**src/rtl/mdfm_pkg.sv**
```systemverilog
// Shared types and constants for the motor drive fault monitor.
// No dependencies; every other file of the block imports this package.

package mdfm_pkg;

	localparam int CNT_W  = 8;
	localparam int NTRIPS = 7;

	// Qualifier trip counts and immediate temperature limits.
	localparam logic [CNT_W-1:0] PHASE_TRIP_COUNT = 8'd10;
	localparam logic [CNT_W-1:0] DQ_TRIP_COUNT    = 8'd10;
	localparam logic [CNT_W-1:0] OVER_TRIP_COUNT  = 8'd10;
	localparam logic [CNT_W-1:0] UNDER_TRIP_COUNT = 8'd10;
	localparam logic signed [15:0] MOTOR_HOT_LIMIT = 16'sd1200;
	localparam logic signed [15:0] DRIVE_HOT_LIMIT = 16'sd900;

	// Configuration register indexes.
	localparam logic [2:0] REG_PHASE_LIMIT = 3'd0;
	localparam logic [2:0] REG_D_UPPER     = 3'd1;
	localparam logic [2:0] REG_D_LOWER     = 3'd2;
	localparam logic [2:0] REG_Q_UPPER     = 3'd3;
	localparam logic [2:0] REG_Q_LOWER     = 3'd4;
	localparam logic [2:0] REG_BUS_OVER    = 3'd5;
	localparam logic [2:0] REG_BUS_UNDER   = 3'd6;
	localparam logic [2:0] REG_AUX_UNDER   = 3'd7;

	// Bit positions in the trip vectors.
	localparam int TRIP_PHASE     = 0;
	localparam int TRIP_DQ        = 1;
	localparam int TRIP_BUS_OVER  = 2;
	localparam int TRIP_BUS_UNDER = 3;
	localparam int TRIP_AUX       = 4;
	localparam int TRIP_MOT_TEMP  = 5;
	localparam int TRIP_CTL_TEMP  = 6;

	// Fault codes reported for the last tripped check.
	localparam logic [2:0] CODE_NONE      = 3'd0;
	localparam logic [2:0] CODE_PHASE     = 3'd1;
	localparam logic [2:0] CODE_DQ        = 3'd2;
	localparam logic [2:0] CODE_BUS_OVER  = 3'd3;
	localparam logic [2:0] CODE_BUS_UNDER = 3'd4;
	localparam logic [2:0] CODE_AUX       = 3'd5;
	localparam logic [2:0] CODE_MOT_TEMP  = 3'd6;
	localparam logic [2:0] CODE_CTL_TEMP  = 3'd7;

	typedef struct packed {
		logic        [14:0] phase_current_limit;
		logic signed [15:0] d_current_upper;
		logic signed [15:0] d_current_lower;
		logic signed [15:0] q_current_upper;
		logic signed [15:0] q_current_lower;
		logic        [15:0] bus_over_limit;
		logic        [15:0] bus_under_limit;
		logic        [15:0] aux_under_limit;
	} cfg_t;

	typedef struct packed {
		logic signed [15:0] phase_a_current;
		logic signed [15:0] phase_b_current;
		logic signed [15:0] phase_c_current;
		logic signed [15:0] d_current;
		logic signed [15:0] q_current;
		logic        [15:0] bus_voltage;
		logic        [15:0] aux_voltage;
		logic               motor_running;
		logic signed [15:0] motor_temperature;
		logic signed [15:0] controller_temperature;
	} in_item_t;

	typedef struct packed {
		logic [NTRIPS-1:0] trips_now;
		logic [NTRIPS-1:0] latched_fault_bits;
		logic [2:0]        fault_code;
		logic              controller_fault;
	} out_item_t;

	// Raw per-sample violations, before qualification.
	typedef struct packed {
		logic phase;
		logic dq;
		logic bus_over;
		logic bus_under;
		logic aux;
		logic mot_hot;
		logic ctl_hot;
	} viol_t;

endpackage

```
**src/rtl/mdfm_if.sv**
```systemverilog
// Valid/ready channel interfaces for the sample and result streams.
// Depends on mdfm_pkg for the payload types.

interface mdfm_in_if;
	import mdfm_pkg::*;
	logic     valid;
	logic     ready;
	in_item_t data;
	modport source (output valid, output data, input ready);
	modport sink (input valid, input data, output ready);
endinterface

interface mdfm_out_if;
	import mdfm_pkg::*;
	logic      valid;
	logic      ready;
	out_item_t data;
	modport source (output valid, output data, input ready);
	modport sink (input valid, input data, output ready);
endinterface

```
**src/rtl/mdfm_cfg_regs.sv**
```systemverilog
// Configuration register file of the fault monitor: write-only, one register per index.
// Depends on mdfm_pkg.

module mdfm_cfg_regs (
	input  logic              clk,
	input  logic              arst_n,
	input  logic              cfg_wr_en,
	input  logic [2:0]        cfg_index,
	input  logic [15:0]       cfg_wr_data,
	output mdfm_pkg::cfg_t    cfg
);
	import mdfm_pkg::*;

	cfg_t cfg_q;

	always_ff @(posedge clk or negedge arst_n) begin
		if (!arst_n) begin
			cfg_q.phase_current_limit <= 15'h7FFF;
			cfg_q.d_current_upper     <= 16'sh7FFF;
			cfg_q.d_current_lower     <= 16'sh8000;
			cfg_q.q_current_upper     <= 16'sh7FFF;
			cfg_q.q_current_lower     <= 16'sh8000;
			cfg_q.bus_over_limit      <= 16'hFFFF;
			cfg_q.bus_under_limit     <= 16'h0000;
			cfg_q.aux_under_limit     <= 16'h0000;
		end else if (cfg_wr_en) begin
			case (cfg_index)
				REG_PHASE_LIMIT: cfg_q.phase_current_limit <= cfg_wr_data[14:0];
				REG_D_UPPER:     cfg_q.d_current_upper     <= cfg_wr_data;
				REG_D_LOWER:     cfg_q.d_current_lower     <= cfg_wr_data;
				REG_Q_UPPER:     cfg_q.q_current_upper     <= cfg_wr_data;
				REG_Q_LOWER:     cfg_q.q_current_lower     <= cfg_wr_data;
				REG_BUS_OVER:    cfg_q.bus_over_limit      <= cfg_wr_data;
				REG_BUS_UNDER:   cfg_q.bus_under_limit     <= cfg_wr_data;
				REG_AUX_UNDER:   cfg_q.aux_under_limit     <= cfg_wr_data;
				default: ;
			endcase
		end
	end

	assign cfg = cfg_q;

endmodule

```
**src/rtl/mdfm_checks.sv**
```systemverilog
// Threshold comparators: turns one registered sample into raw violation flags.
// Depends on mdfm_pkg.

module mdfm_checks (
	input  mdfm_pkg::in_item_t item,
	input  mdfm_pkg::cfg_t     cfg,
	output mdfm_pkg::viol_t    viol
);
	import mdfm_pkg::*;

	logic signed [16:0] lim_pos;
	logic signed [16:0] lim_neg;
	logic signed [16:0] ia;
	logic signed [16:0] ib;
	logic signed [16:0] ic;
	logic               phase_hi;
	logic               phase_lo;

	// The phase limit is symmetric; 17 bits hold both +limit and -limit safely.
	assign lim_pos = $signed({2'b00, cfg.phase_current_limit});
	assign lim_neg = -lim_pos;
	assign ia = $signed({item.phase_a_current[15], item.phase_a_current});
	assign ib = $signed({item.phase_b_current[15], item.phase_b_current});
	assign ic = $signed({item.phase_c_current[15], item.phase_c_current});

	assign phase_hi = (ia > lim_pos) || (ib > lim_pos) || (ic > lim_pos);
	assign phase_lo = (ia < lim_neg) || (ib < lim_neg) || (ic < lim_neg);

	always_comb begin
		viol.phase     = phase_hi || phase_lo;
		viol.dq        = ($signed(item.d_current) > $signed(cfg.d_current_upper)) ||
		                 ($signed(item.d_current) < $signed(cfg.d_current_lower)) ||
		                 ($signed(item.q_current) < $signed(cfg.q_current_lower)) ||
		                 ($signed(item.q_current) > $signed(cfg.q_current_upper));
		viol.bus_over  = item.bus_voltage >= cfg.bus_over_limit;
		viol.bus_under = item.bus_voltage <= cfg.bus_under_limit;
		viol.aux       = (item.aux_voltage <= cfg.aux_under_limit) && item.motor_running;
		viol.mot_hot   = $signed(item.motor_temperature) >= MOTOR_HOT_LIMIT;
		viol.ctl_hot   = $signed(item.controller_temperature) >= DRIVE_HOT_LIMIT;
	end

endmodule

```
**src/rtl/mdfm_qualifier.sv**
```systemverilog
// Up/down fault qualifier: counts violations up, clean samples down, trips at its count.
// Depends on mdfm_pkg for the counter width.

module mdfm_qualifier (
	input  logic                       clk,
	input  logic                       arst_n,
	input  logic                       en,
	input  logic                       bad,
	input  logic [mdfm_pkg::CNT_W-1:0] trip_count,
	output logic                       trip
);
	import mdfm_pkg::*;

	logic [CNT_W-1:0] count_q;
	logic [CNT_W-1:0] count_inc;
	logic [CNT_W-1:0] count_next;

	// The count never passes trip_count - 1, so the increment cannot wrap.
	assign count_inc = count_q + {{(CNT_W-1){1'b0}}, 1'b1};
	assign trip      = en && bad && (count_inc >= trip_count);

	always_comb begin
		count_next = count_q;
		if (en) begin
			if (bad) begin
				count_next = trip ? '0 : count_inc;
			end else if (count_q != '0) begin
				count_next = count_q - {{(CNT_W-1){1'b0}}, 1'b1};
			end
		end
	end

	always_ff @(posedge clk or negedge arst_n) begin
		if (!arst_n) begin
			count_q <= '0;
		end else begin
			count_q <= count_next;
		end
	end

	a_count_below_trip: assert property (@(posedge clk) disable iff (!arst_n)
		count_q < trip_count)
		else $error("qualifier count reached its trip count without clearing");

	a_trip_clears: assert property (@(posedge clk) disable iff (!arst_n)
		trip |=> count_q == '0)
		else $error("qualifier count not cleared after a trip");

	a_idle_holds: assert property (@(posedge clk) disable iff (!arst_n)
		!en |=> $stable(count_q))
		else $error("qualifier count moved without a sample");

endmodule

```
**src/rtl/motor_drive_fault_monitor_unit.sv**
```systemverilog
// Top level of the motor drive fault monitor: input register, checks, qualifiers, result register.
// Depends on mdfm_pkg, mdfm_if, mdfm_cfg_regs, mdfm_checks and mdfm_qualifier.
//
// Usage: one sample set per control tick arrives on the sample channel (valid/ready);
// one result per sample leaves on the result channel with this tick's trip flags, the
// sticky latched faults, the code of the last tripped check and a sticky fault flag.
// Thresholds are set through the write-only configuration port while no request is
// in flight.
// Flow: an accepted request is held in the input register, evaluated there and written
// to the result register once that register can advance, from where the receiver takes it.
// Throughput: one request per cycle while result.ready stays high; the single pass of
// comparators and 8-bit counters between input and result register sets this figure.
// Stall: while the receiver holds ready low the result register keeps its contents
// and the input register can still take one further request, after which sample.ready
// falls until the result is taken.
// Reset: asserting arst_n clears the counters, sticky faults, fault code, pending
// requests and restores every threshold to its default.

module motor_drive_fault_monitor_unit (
	input  logic              clk,
	input  logic              arst_n,
	mdfm_in_if.sink           sample,
	mdfm_out_if.source        result,
	input  logic              cfg_wr_en,
	input  logic [2:0]        cfg_index,
	input  logic [15:0]       cfg_wr_data
);
	import mdfm_pkg::*;

	cfg_t              cfg;
	viol_t             viol;
	in_item_t          item_s1;
	logic              valid_s1;
	out_item_t         res_s2;
	logic              res_valid_s2;
	logic [NTRIPS-1:0] sticky_q;
	logic [2:0]        code_q;
	logic              seen_q;

	logic              advance;
	logic              fire;
	logic              phase_trip;
	logic              dq_trip;
	logic              over_trip;
	logic              under_trip;
	logic [NTRIPS-1:0] trips;
	logic [NTRIPS-1:0] sticky_next;
	logic [2:0]        code_next;
	logic              seen_next;

	assign advance      = !res_valid_s2 || result.ready;
	assign fire         = valid_s1 && advance;
	assign sample.ready = !valid_s1 || advance;

	mdfm_cfg_regs u_cfg (
		.clk         (clk),
		.arst_n      (arst_n),
		.cfg_wr_en   (cfg_wr_en),
		.cfg_index   (cfg_index),
		.cfg_wr_data (cfg_wr_data),
		.cfg         (cfg)
	);

	mdfm_checks u_checks (
		.item (item_s1),
		.cfg  (cfg),
		.viol (viol)
	);

	mdfm_qualifier u_phase_qual (
		.clk        (clk),
		.arst_n     (arst_n),
		.en         (fire),
		.bad        (viol.phase),
		.trip_count (PHASE_TRIP_COUNT),
		.trip       (phase_trip)
	);

	mdfm_qualifier u_dq_qual (
		.clk        (clk),
		.arst_n     (arst_n),
		.en         (fire),
		.bad        (viol.dq),
		.trip_count (DQ_TRIP_COUNT),
		.trip       (dq_trip)
	);

	mdfm_qualifier u_over_qual (
		.clk        (clk),
		.arst_n     (arst_n),
		.en         (fire),
		.bad        (viol.bus_over),
		.trip_count (OVER_TRIP_COUNT),
		.trip       (over_trip)
	);

	// An overvoltage trip takes the tick: the undervoltage counter is frozen then.
	mdfm_qualifier u_under_qual (
		.clk        (clk),
		.arst_n     (arst_n),
		.en         (fire && !over_trip),
		.bad        (viol.bus_under),
		.trip_count (UNDER_TRIP_COUNT),
		.trip       (under_trip)
	);

	always_comb begin
		trips                 = '0;
		trips[TRIP_PHASE]     = phase_trip;
		trips[TRIP_DQ]        = dq_trip;
		trips[TRIP_BUS_OVER]  = over_trip;
		trips[TRIP_BUS_UNDER] = under_trip;
		trips[TRIP_AUX]       = viol.aux;
		trips[TRIP_MOT_TEMP]  = viol.mot_hot;
		trips[TRIP_CTL_TEMP]  = viol.ctl_hot;

		// Later checks override earlier ones when several trip together.
		code_next = code_q;
		if (trips[TRIP_PHASE])     code_next = CODE_PHASE;
		if (trips[TRIP_DQ])        code_next = CODE_DQ;
		if (trips[TRIP_BUS_OVER])  code_next = CODE_BUS_OVER;
		if (trips[TRIP_BUS_UNDER]) code_next = CODE_BUS_UNDER;
		if (trips[TRIP_AUX])       code_next = CODE_AUX;
		if (trips[TRIP_MOT_TEMP])  code_next = CODE_MOT_TEMP;
		if (trips[TRIP_CTL_TEMP])  code_next = CODE_CTL_TEMP;

		sticky_next = sticky_q | trips;
		seen_next   = seen_q || (trips != '0);
	end

	always_ff @(posedge clk or negedge arst_n) begin
		if (!arst_n) begin
			valid_s1     <= 1'b0;
			res_valid_s2 <= 1'b0;
			sticky_q     <= '0;
			code_q       <= CODE_NONE;
			seen_q       <= 1'b0;
		end else begin
			if (sample.valid && sample.ready) begin
				valid_s1 <= 1'b1;
			end else if (fire) begin
				valid_s1 <= 1'b0;
			end
			if (fire) begin
				res_valid_s2 <= 1'b1;
				sticky_q     <= sticky_next;
				code_q       <= code_next;
				seen_q       <= seen_next;
			end else if (result.ready) begin
				res_valid_s2 <= 1'b0;
			end
		end
	end

	always_ff @(posedge clk) begin
		if (sample.valid && sample.ready) begin
			item_s1 <= sample.data;
		end
		if (fire) begin
			res_s2.trips_now          <= trips;
			res_s2.latched_fault_bits <= sticky_next;
			res_s2.fault_code         <= code_next;
			res_s2.controller_fault   <= seen_next;
		end
	end

	assign result.valid = res_valid_s2;
	assign result.data  = res_s2;

	a_seen_matches_sticky: assert property (@(posedge clk) disable iff (!arst_n)
		res_valid_s2 |-> (res_s2.controller_fault == (res_s2.latched_fault_bits != '0)))
		else $error("controller fault flag disagrees with latched faults");

	a_bus_exclusive: assert property (@(posedge clk) disable iff (!arst_n)
		res_valid_s2 |-> !(res_s2.trips_now[TRIP_BUS_OVER] &&
		                   res_s2.trips_now[TRIP_BUS_UNDER]))
		else $error("bus over and under tripped in the same tick");

	a_code_tracks_seen: assert property (@(posedge clk) disable iff (!arst_n)
		(code_q == CODE_NONE) == !seen_q)
		else $error("fault code and fault flag out of step");

	a_fire_loads_result: assert property (@(posedge clk) disable iff (!arst_n)
		fire |=> res_valid_s2)
		else $error("evaluated request did not reach the result register");

endmodule
```
**src/flat_wrapper.sv**
```systemverilog
// flat-port wrapper written by rule: the top's interface ports become plain ports
module motor_drive_fault_monitor_unit_flat import mdfm_pkg::*;
  (clk, arst_n, cfg_wr_en, cfg_index, cfg_wr_data, sample_valid, sample_data, sample_ready, result_valid, result_data, result_ready);
  mdfm_in_if sample_i ();
  mdfm_out_if result_i ();
  input  logic clk;
  input  logic arst_n;
  input  logic cfg_wr_en;
  input  logic [2:0] cfg_index;
  input  logic [15:0] cfg_wr_data;
  input wire logic [$bits(sample_i.valid)-1:0] sample_valid;
  input wire logic [$bits(sample_i.data)-1:0] sample_data;
  output wire logic [$bits(sample_i.ready)-1:0] sample_ready;
  output wire logic [$bits(result_i.valid)-1:0] result_valid;
  output wire logic [$bits(result_i.data)-1:0] result_data;
  input wire logic [$bits(result_i.ready)-1:0] result_ready;
  assign sample_i.valid = sample_valid;
  assign sample_i.data = sample_data;
  assign sample_ready = sample_i.ready;
  assign result_valid = result_i.valid;
  assign result_data = result_i.data;
  assign result_i.ready = result_ready;
  motor_drive_fault_monitor_unit u_core (.clk(clk), .arst_n(arst_n), .sample(sample_i), .result(result_i), .cfg_wr_en(cfg_wr_en), .cfg_index(cfg_index), .cfg_wr_data(cfg_wr_data));
endmodule
```
**config.mk**
```make
export PLATFORM = sky130hd
export DESIGN_NAME = motor_drive_fault_monitor_unit_flat
export DESIGN_NICKNAME = d
export VERILOG_FILES = /design/src/rtl/mdfm_pkg.sv /design/src/rtl/mdfm_if.sv /design/src/rtl/mdfm_cfg_regs.sv /design/src/rtl/mdfm_checks.sv /design/src/rtl/mdfm_qualifier.sv /design/src/rtl/motor_drive_fault_monitor_unit.sv /design/src/flat_wrapper.sv
export SDC_FILE = /design/constraint.sdc
export NUM_CORES = 1
export LEC_CHECK = 0
export ABC_AREA = 0
export BUFFER_PORTS_ARGS = -buffer_cell sky130_fd_sc_hd__buf_2
export CORE_AREA = 5 5 189 191
export DETAILED_ROUTE_END_ITERATION = 8
export DIE_AREA = 0 0 194 196
export PLACE_DENSITY = 0.73
export SLEW_MARGIN = 40
export SYNTH_ARGS = -nofsm -noshare
export SYNTH_HDL_FRONTEND = slang
export SYNTH_SLANG_ARGS = --single-unit
```
**constraint.sdc**
```tcl
create_clock -name clk -period 7.4 [get_ports clk]
set_clock_uncertainty 0.1 [all_clocks]
set_input_delay 0.37 -clock clk [delete_from_list [all_inputs] [get_ports clk]]
set_output_delay 0.37 -clock clk [all_outputs]
set_load 0.1 [all_outputs]
```
Word level (Yosys, flattened, before mapping)
Index checks and enable logic that the tools add are counted.

Add/sub/neg operators: 9. Reductions and logical operators: 50. Bitwise logic cells: 1. Equality and inequality tests: 7. Mux-type cells: 23. $lt $le $gt $ge: 19.

Operator list (count): 2-to-1 mux 8 bit (12); > comparator 16 bit (5); < comparator 16 x 17 -> 1 bit (3); adder 8 x 1 -> 8 bit, second input constant (4); >= comparator 8 x 4 -> 1 bit, second input constant (4); <= comparator 16 bit (2); < comparator 16 bit (2); nonzero test 8 bit (4); subtractor 8 x 1 -> 8 bit, second input constant (4); AND reduction 2 bit (12); 2-to-1 mux 3 bit (7); negator 15 -> 17 bit (1); >= comparator 16 x 11 -> 1 bit, second input constant (1); >= comparator 16 x 12 -> 1 bit, second input constant (1); >= comparator 16 bit (1); == test 3 bit, second input constant (4); logical AND 1 bit (12); nonzero test 2 bit (6); logical OR 1 bit (11); OR 7 bit (1); nonzero test 7 bit (1); == test 3 x 2 -> 1 bit, second input constant (2); 2-to-1 mux 1 bit (4); == test 3 x 1 -> 1 bit, second input constant (1); other kinds (2) (4).

Output and inout bits: 20. Input bits: 169. Register bits after elaboration: 335.

Longest topological paths before layout
Gate-level depths: netlist of run 1.

Depth in word-level cells: 14. Depth in mapped cells: 17. Mapped depth without buffers: 16.

By module
Synthesis of run 1 repeated with hierarchy kept, for this count alone.

Cell total of the unflattened synthesis: 1626. Area, all modules: 19257.2 sq um.

Modules (own cells, without submodules): motor_drive_fault_monitor_unit (instances 1, area an instance 5504.0 sq um, cells each 221); mdfm_checks (instances 1, area an instance 5250.0 sq um, cells each 700); mdfm_cfg_regs (instances 1, area an instance 5029.8 sq um, cells each 277); mdfm_qualifier (instances 4, area an instance 868.3 sq um, cells each 107).

Worst setup path after synthesis of run 1
OpenSTA, ideal clock, no wires.

Path kind: register -> register. Start point: register u_core.res_valid_s2 (netlist: u_core.result.valid). End point: register u_core.item_s1[100] (netlist bit), enable pin. Library setup time: 0.514 ns. Period minus slack after synthesis: 5.655 ns. Arrival: 5.041 ns. Stages on the path, launching flop included: 3. Path slack: 1.745 ns. Data required time: 6.786 ns. Cells stage by stage: dfrtp_1 > nand3b_1 > and2_1.

Cells in the longest elaborated chain, start to end: 4.

RTL lines: start: declaration (line motor_drive_fault_monitor_unit.sv:35) `logic res_valid_s2;`; start signal: assignment (line motor_drive_fault_monitor_unit.sv:134) `res_valid_s2 <= 1'b0;`; start signal: assignment (line motor_drive_fault_monitor_unit.sv:145) `res_valid_s2 <= 1'b1;`; start signal: assignment (line motor_drive_fault_monitor_unit.sv:150) `res_valid_s2 <= 1'b0;`; zero test 1 bit (line motor_drive_fault_monitor_unit.sv:51) `assign advance = !res_valid_s2 || result.ready;`; logical OR 1 bit (line motor_drive_fault_monitor_unit.sv:51); logical OR 1 bit (line motor_drive_fault_monitor_unit.sv:53) `assign sample.ready = !valid_s1 || advance;`; via sample_ready (line flat_wrapper.sv:13) `output wire logic [$bits(sample_i.ready)-1:0] sample_ready;`; logical AND 1 bit (line motor_drive_fault_monitor_unit.sv:156) `if (sample.valid && sample.ready) begin`; end signal: assignment (line motor_drive_fault_monitor_unit.sv:157) `item_s1 <= sample.data;`; end: declaration (line motor_drive_fault_monitor_unit.sv:32) `in_item_t item_s1;`.

The timed path passes the listed nets, and every way through them passes these cells. A chain may end at the register's enable or synchronous reset.

Final worst setup path of run 1
Start point: register u_core.u_cfg.cfg_q (netlist bit u_core.u_cfg.cfg[114]). End point: register u_core.res_s2 (netlist bit u_core.result.data[0]), data pin.

Cells in the longest elaborated chain, start to end: 9.

RTL lines: start: declaration (line mdfm_cfg_regs.sv:14) `cfg_t cfg_q;`; negator 15 -> 17 bit (line mdfm_checks.sv:21) `assign lim_neg = -lim_pos;`; < comparator 16 x 17 -> 1 bit (line mdfm_checks.sv:27) `assign phase_lo = (ia < lim_neg) || (ib < lim_neg) || (ic < lim_neg);`; logical OR 1 bit (2 in a row) (line mdfm_checks.sv:27); logical OR 1 bit (*) (line mdfm_checks.sv:30) `viol.phase = phase_hi || phase_lo;`; logical AND 1 bit (*) (2 in a row) (line mdfm_qualifier.sv:20) `assign trip = en && bad && (count_inc >= trip_count);`; via u_core.phase_trip (line motor_drive_fault_monitor_unit.sv:42) `logic phase_trip;`; nonzero test 7 bit (*) (line motor_drive_fault_monitor_unit.sv:128) `seen_next = seen_q || (trips != '0);`; logical OR 1 bit (*) (line motor_drive_fault_monitor_unit.sv:128); via u_core.seen_next (line motor_drive_fault_monitor_unit.sv:49) `logic seen_next;`; end: declaration (line motor_drive_fault_monitor_unit.sv:34) `out_item_t res_s2;`.

The timed path passes the listed nets; every way through them passes the cells marked *.

==> metrics.txt, run 1 <==
via/cell ratio 5.54; most common flop cell mapped by yosys edfxtp_1; final period utilization 64.5%; Final HPWL DP just over 30,000 µm; DRT Wirelength 44,000 µm; WP data required 7.60 ns; synth top area cells edfxtp_1, dfrtp_1, ha_1; most frequent cells in the layout ha_1, buf_2, inv_1; Mapped Cells 1,597; Setup crit end u_core.result.data[0]$_DFFE_PP_; Rows approximately 70; RSZ-0062 raised after global routing false; GRT overflow 0; status completed; Setup Crit Path Kind reg2reg; pins over their slew limit 0; DR iter-0 viols 565; Mapped Area 17,900 µm²; core area 33,900 µm²; maximum VDD drop 220 µV; Critical Path Fanout Max 17; final setup vio count 0; Clock Root Buffer clkbuf_16; Max Clk Rate 209 MHz; post-synthesis sequential area ratio approximately 51%; worst path arrival time 4.98 ns; Cell Area, Placed slightly below 20,000 µm²; synth warn 0; Die H between 150 and 200 µm; Startpoint Class register; largest net degree at the start of global routing 70; maximum clock path buffer count 3; maxcap violations 0; reg2reg start u_core.u_cfg.cfg[114]$_DFFE_PN1P_; NumNets Final 2,320; actual slew at the worst max-slew pin 0.852 ns; Yosys cell types between 70 and 80; total negative slack 0 ns; crit path from u_core.u_cfg.cfg[114]$_DFFE_PN1P_; Post-synth EDFFs ~160; die area 38,000 µm²; class of the worst hold path in2reg; input/output buffers 182; # clock sinks 329; Area Growth Syn to Fin 23.6%; first-pass GRT wire length 71,300 µm; clock transition at the registers of the reported paths 0.06 ns; Worst-Skew Late Latency 0.56 ns; Post-Place Cells 2,207; ratio of cells with drive above 1 in the final layout 21.4%; kind of end point of the critical path register; Slew HR 42.9%; Fillers 2,540; Leak slightly below 10 nW; fin cells 2,425; First-pass DRT Iterations 7; post-CTS sizing 0; cells on worst reg2reg path 14; initial antenna violation count 4; reg2reg setup slack about 2.6 ns; routed via count roughly 13,000; Final Wtd Congestion 0.868; wire per inst 18.1 µm; min cycle time layout approximately 4.8 ns; ys async rst share 52.3%; # DRC 0; leading cell type in the layout, fill and taps excluded ha_1; I/O pin cnt 189; Final Cell Area 22,200 µm²; vias in the first global route 13,700; largest area contributor in the netlist edfxtp_1; power density over cell area 285 nW/µm²; Mean Syn Cell Area 11.2 µm²; GR Util All Layers about 23%; Reg-to-Reg End u_core.result.data[0]$_DFFE_PP_; CTS tree yes; Fin. Hold Viols 0; post-synthesis sequential element count roughly 330; TritonCTS Buffers 39; area share of the largest cell type after synthesis 26.3%; Die Wd 194 µm; Initial Utilization 52.8%; H-tree depth 2; Routed Antenna Nets 0; syn nets 1,980
-- synth_stat cells, drive strengths merged (4+ instances only) --
cell and n:
nand2b 15, nor3b 8, nand2 122, a211oi 14
nor2b 17, xnor2 17, a22o 4, clkbuf 40
mux2 69, o211ai 7, nor4 18, o22a 4
and2 6, a21oi 62, a2111oi 7, or2 13
nand3b 6, o32ai 4, or3 4, o31ai 10
nand4 33, xor2 7, dfrtp 109, o22ai 9
dfstp 63, ha 214, edfxtp 157, o21a 14
o21ai 104, inv 160, o21bai 6, and3 9
nand3 43, a31oi 21, a21o 40, mux2i 7
nand4b 5, nor2 68, nor3 34, o221ai 4
-- worst min-delay path by stage --
stage / depth (start not counted) / start / end / slack, ns
final: 3 / result_ready / u_core.result.valid$_DFFE_PN0P_ / 0.03
after global routing: 3 / result_ready / u_core.result.valid$_DFFE_PN0P_ / 0.04
after CTS: 3 / result_ready / u_core.result.valid$_DFFE_PN0P_ / 0.002
after detailed placement: 1 / arst_n / u_core.u_cfg.cfg[91]$_DFFE_PN0P_ / 0.23
after global placement: 1 / arst_n / u_core.u_cfg.cfg[91]$_DFFE_PN0P_ / 0.22
after floorplan: 0 / arst_n / u_core.code_q[0]$_DFFE_PN0P_ / -0.03
-- registers in the layout, summed over array words and instances (netlist names) --
signal                       cells
u_core.result.valid              1
u_core.seen_q                    1
u_core.sticky_q                  7
u_core.item_s1                 139
u_core.u_under_qual.count_q      8
u_core.u_over_qual.count_q       8
u_core.result.data              18
u_core.u_phase_qual.count_q      8
u_core.u_cfg.cfg               127
u_core.code_q                    3
u_core.valid_s1                  1
u_core.u_dq_qual.count_q         8
-- cell type report --
cell class,instances,area [µm²],area share [%]
inverters,160,601,2.71
clock inverters,19,203,0.914
flip-flops and latches,329,9100,41.0
clock buffers,53,1090,4.92
well taps,455,569,2.57
multi-input cells,1066,8100,36.5
repair buffers,341,2500,11.3
diodes,2,5.00,0.0226
-- kinds of logic after synthesis --
group	share of synthesized area (%)
AND/OR/NAND/NOR	11.6
AO/OA/AOI/OAI	12.1
flip-flops	50.7
adder cells (fa/ha/maj)	15.0
buffers and inverters	4.29
multiplexers	4.72
XOR/XNOR	1.42
-- critical path, cell delays in order, from the launching register on --
cell      delay, ns
dfstp_2        0.40
nor4_4         0.43
and4_1         0.40
nand2_1        0.10
nor4_1         0.57
ha_1           0.24
inv_1          0.04
o211ai_1       0.26
o221ai_1       0.19
nor3_1         0.24
nand4_1        0.22
nor3_4         0.67
nor2_2         0.21
nand3b_1       0.23
or2_1          0.23
-- metrics by stage --
| stage | util (%) | setup WS, ns | hold WS [ns] | total power [mW] |
|---|---|---|---|---|
| CTS | 65.2 | 2.60 | 0.00239 | 6.36 |
| global placement | 57.0 | 2.72 | 0.224 | 4.24 |
| floorplan | - | 1.74 | -0.0256 | 3.86 |
| detailed placement | 57.2 | 2.62 | 0.226 | 4.35 |
| finish | 65.3 | 2.63 | 0.0272 | 6.32 |
| global route | 65.3 | 2.25 | 0.0396 | 6.75 |
-- metal layers --
metal,track usage [%],part of all wire (%),up-vias
li1,-,-,6529
met1,30.5,44,6422
met2,38.4,47,381
met3,5.27,6.0,95
met4,7.63,3.3,4
met5,0,0.048,-
-- repair_timing --
| action | CTS | global route |
|---|---|---|
| setup buffers | 0 | 0 |
| endpoints found under the hold margin | 184 | 0 |
| hold buffers | 141 | 0 |
-- power breakdown --
part           switching, mW  internal (mW)
Sequential             0.254           2.28
Clock                  0.773           1.15
Combinational           1.06          0.802
No activity file was read; power rests on OpenSTA's default activity.
==> inputs of run 2 (changes only) <==
Clock period 7.4 ns to 4.9 ns, I/O delays scaled along.
==> metrics.txt, run 2 (synthesized netlist as in run 1, its figures left out) <==
ratio of cells with drive above 1 in the final layout 20.8% (-0.55 points); maximum VDD drop 306 µV (+39%); WP data required 5.22 ns (-2.38 ns); crit path from u_core.u_cfg.cfg[112]$_DFFE_PN1P_; first-pass GRT wire length 71,900 µm (+0.80%); via/cell ratio 5.55 (+0.25%); reg2reg setup slack 0.28 ns (-2.35 ns); Final HPWL DP 30,500 µm (-0.25%); total stage count of the critical path 13 (-1); routed via count 13,600 (+1.0%); Die Wd 194 µm (unchanged); DRT Wirelength 44,600 µm (+1.4%); reg2reg start u_core.u_cfg.cfg[112]$_DFFE_PN1P_; TritonCTS Buffers 37 (-5.1%); Setup crit end u_core.code_q[1]$_DFFE_PN0P_; GR Util All Layers 23.2% (-0.030 points); die area 38,000 µm² (unchanged); max incr delay on CP 0.60 ns (-0.07 ns); Cell Area, Placed 19,400 µm² (about the same); register with the most flip-flops u_core.item_s1; most frequent cells in the layout ha_1, buf_2, inv_1; pins over their slew limit 0 (unchanged); Routed Antenna Nets 0 (unchanged); final worst-path setup slack 0.278 ns (-2.35 ns); register area 9100 µm² (unchanged); critical path's top delay family compound AO/OA/AOI/OAI gates; class of the worst hold path in2async; routed wl met2 21,400 µm (+3.4%); Max Clk Rate 216 MHz (+3.3%); cells along the critical path inv_1 > ha_1 > and2_1 > xnor2_1 > ha_1 > a2111oi_0 > a211oi_1 > o311a_1 > a211oi_1 > nor3_4 > nor2_2 > o21ai_0 > a221o_1; wire per inst 18.2 µm (+0.65%); DR iter-0 viols 807 (+43%); core area 33,900 µm² (unchanged); # DRC 0 (unchanged); largest net degree at the start of global routing 90 (+29%); worst path arrival time 4.94 ns (-0.04 ns); hold_ws 0.195 ns (+0.168 ns); total negative slack 0 ns (unchanged); GRT overflow 0 (unchanged); max FFs per register 139 (unchanged); initial antenna violation count 6 (+2); RSZ-0062 raised after global routing false; Clock Root Buffer clkbuf_16; power density over cell area 421 nW/µm² (+48%); Fillers 2,553 (+0.51%); pre-CTS WS 0.291 ns (-2.33 ns); vias in the first global route 14,000 (+2.0%); Multi-input gate area 8100 µm² (about the same); Setup Crit Path Kind reg2reg; CTS tree yes; Startpoint Class register; Area Growth Syn to Fin 24.1%; Core Util, Final 65.5% (+0.26 points); NumNets Final 2,340 (+0.86%); Initial Utilization 52.8% (unchanged); final setup vio count 0 (unchanged); # clock sinks 329 (unchanged); setup bufs post-CTS 0 (unchanged); Fin. Hold Viols 0 (unchanged); Die H 196 µm (unchanged); Worst-Skew Late Latency 0.57 ns (about the same); cells on worst reg2reg path 13 (-1); final period utilization 94.3% (+30 points); Reg-to-Reg End u_core.code_q[1]$_DFFE_PN0P_; kind of end point of the critical path register; maxcap violations 0 (unchanged); I/O pin cnt 189 (unchanged); actual slew at the worst max-slew pin 0.744 ns (-0.108 ns); top sig layer met5; Rows 68 (unchanged); leading cell type in the layout, fill and taps excluded ha_1; min cycle time layout 4.62 ns (-0.153 ns); Leak 9.69 nW (+0.33%); clock transition at the registers of the reported paths 0.07 ns (about the same); First-pass DRT Iterations 5 (-2); CP Buf/Inv Count 1 (unchanged); Final Wtd Congestion 0.895 (+3.2%); Met1 Routed Length 19,500 µm (+1.5%); Critical-path top delay cell dfstp_2; Slew HR 50.4% (+7.5 points); Final Cell Area 22,300 µm² (+0.40%); input/output buffers 182 (unchanged); Critical Path Fanout Max 11 (-6); maximum clock path buffer count 3 (unchanged); routed wl met3 2180 µm (-18%); H-tree depth 2 (unchanged); status completed
-- run 2: how the worst min path moves through the flow --
stage                      start                           endpoint  slack, ns  depth (start not counted)
floorplan                 arst_n       u_core.code_q[0]$_DFFE_PN0P_      -0.15                          0
global placement          arst_n   u_core.u_cfg.cfg[90]$_DFFE_PN0P_       0.27                          1
detailed placement        arst_n   u_core.u_cfg.cfg[90]$_DFFE_PN0P_       0.27                          1
CTS                 cfg_index[1]  u_core.u_cfg.cfg[100]$_DFFE_PN1P_       0.18                          5
global route        cfg_index[1]  u_core.u_cfg.cfg[102]$_DFFE_PN1P_       0.24                          5
finish                    arst_n   u_core.u_cfg.cfg[90]$_DFFE_PN0P_       0.20                          2
-- run 2: power by group --
group	leakage, nW	total, mW	switching (mW)	internal, mW
clock network	0.567	2.69	1.14	1.55
registers	3.45	3.84	0.394	3.44
logic	5.68	2.85	1.61	1.24
-- run 2: what timing repair did --
item                                    in CTS  in global routing
hold buffers                               159                  0
endpoints found under the setup margin       0                  0
endpoints found under the hold margin      272                  0
gates resized for setup                      0                  0
-- run 2: layout make-up --
cell class                      count  area share (%)
Sequential cell                   329            40.9
Multi-Input combinational cell   1066            36.4
Timing Repair Buffer              363            12.2
Clock buffer                       55            4.69
Inverter                          160            2.70
Tap cell                          455            2.56
Clock inverter                     13           0.568
Antenna cell                        3          0.0337
-- run 2: per-layer routing --
| metal | up-vias | global-route usage [%] |
|---|---|---|
| met3 | 103 | 4.29 |
| li1 | 6557 | - |
| met4 | 4 | 8.67 |
| met5 | - | 0 |
| met2 | 366 | 38.6 |
| met1 | 6540 | 30.4 |
-- run 2: stage by stage --
| stage | total power [mW] | std cells |
|---|---|---|
| 5_1_grt | 9.98 | 2444 |
| 6_report | 9.38 | 2444 |
| 4_1_cts | 9.41 | 2437 |
| 3_5_place_dp | 6.59 | 2210 |
| 3_3_place_gp | 6.43 | 2208 |
| 2_1_floorplan | 5.82 | 1597 |
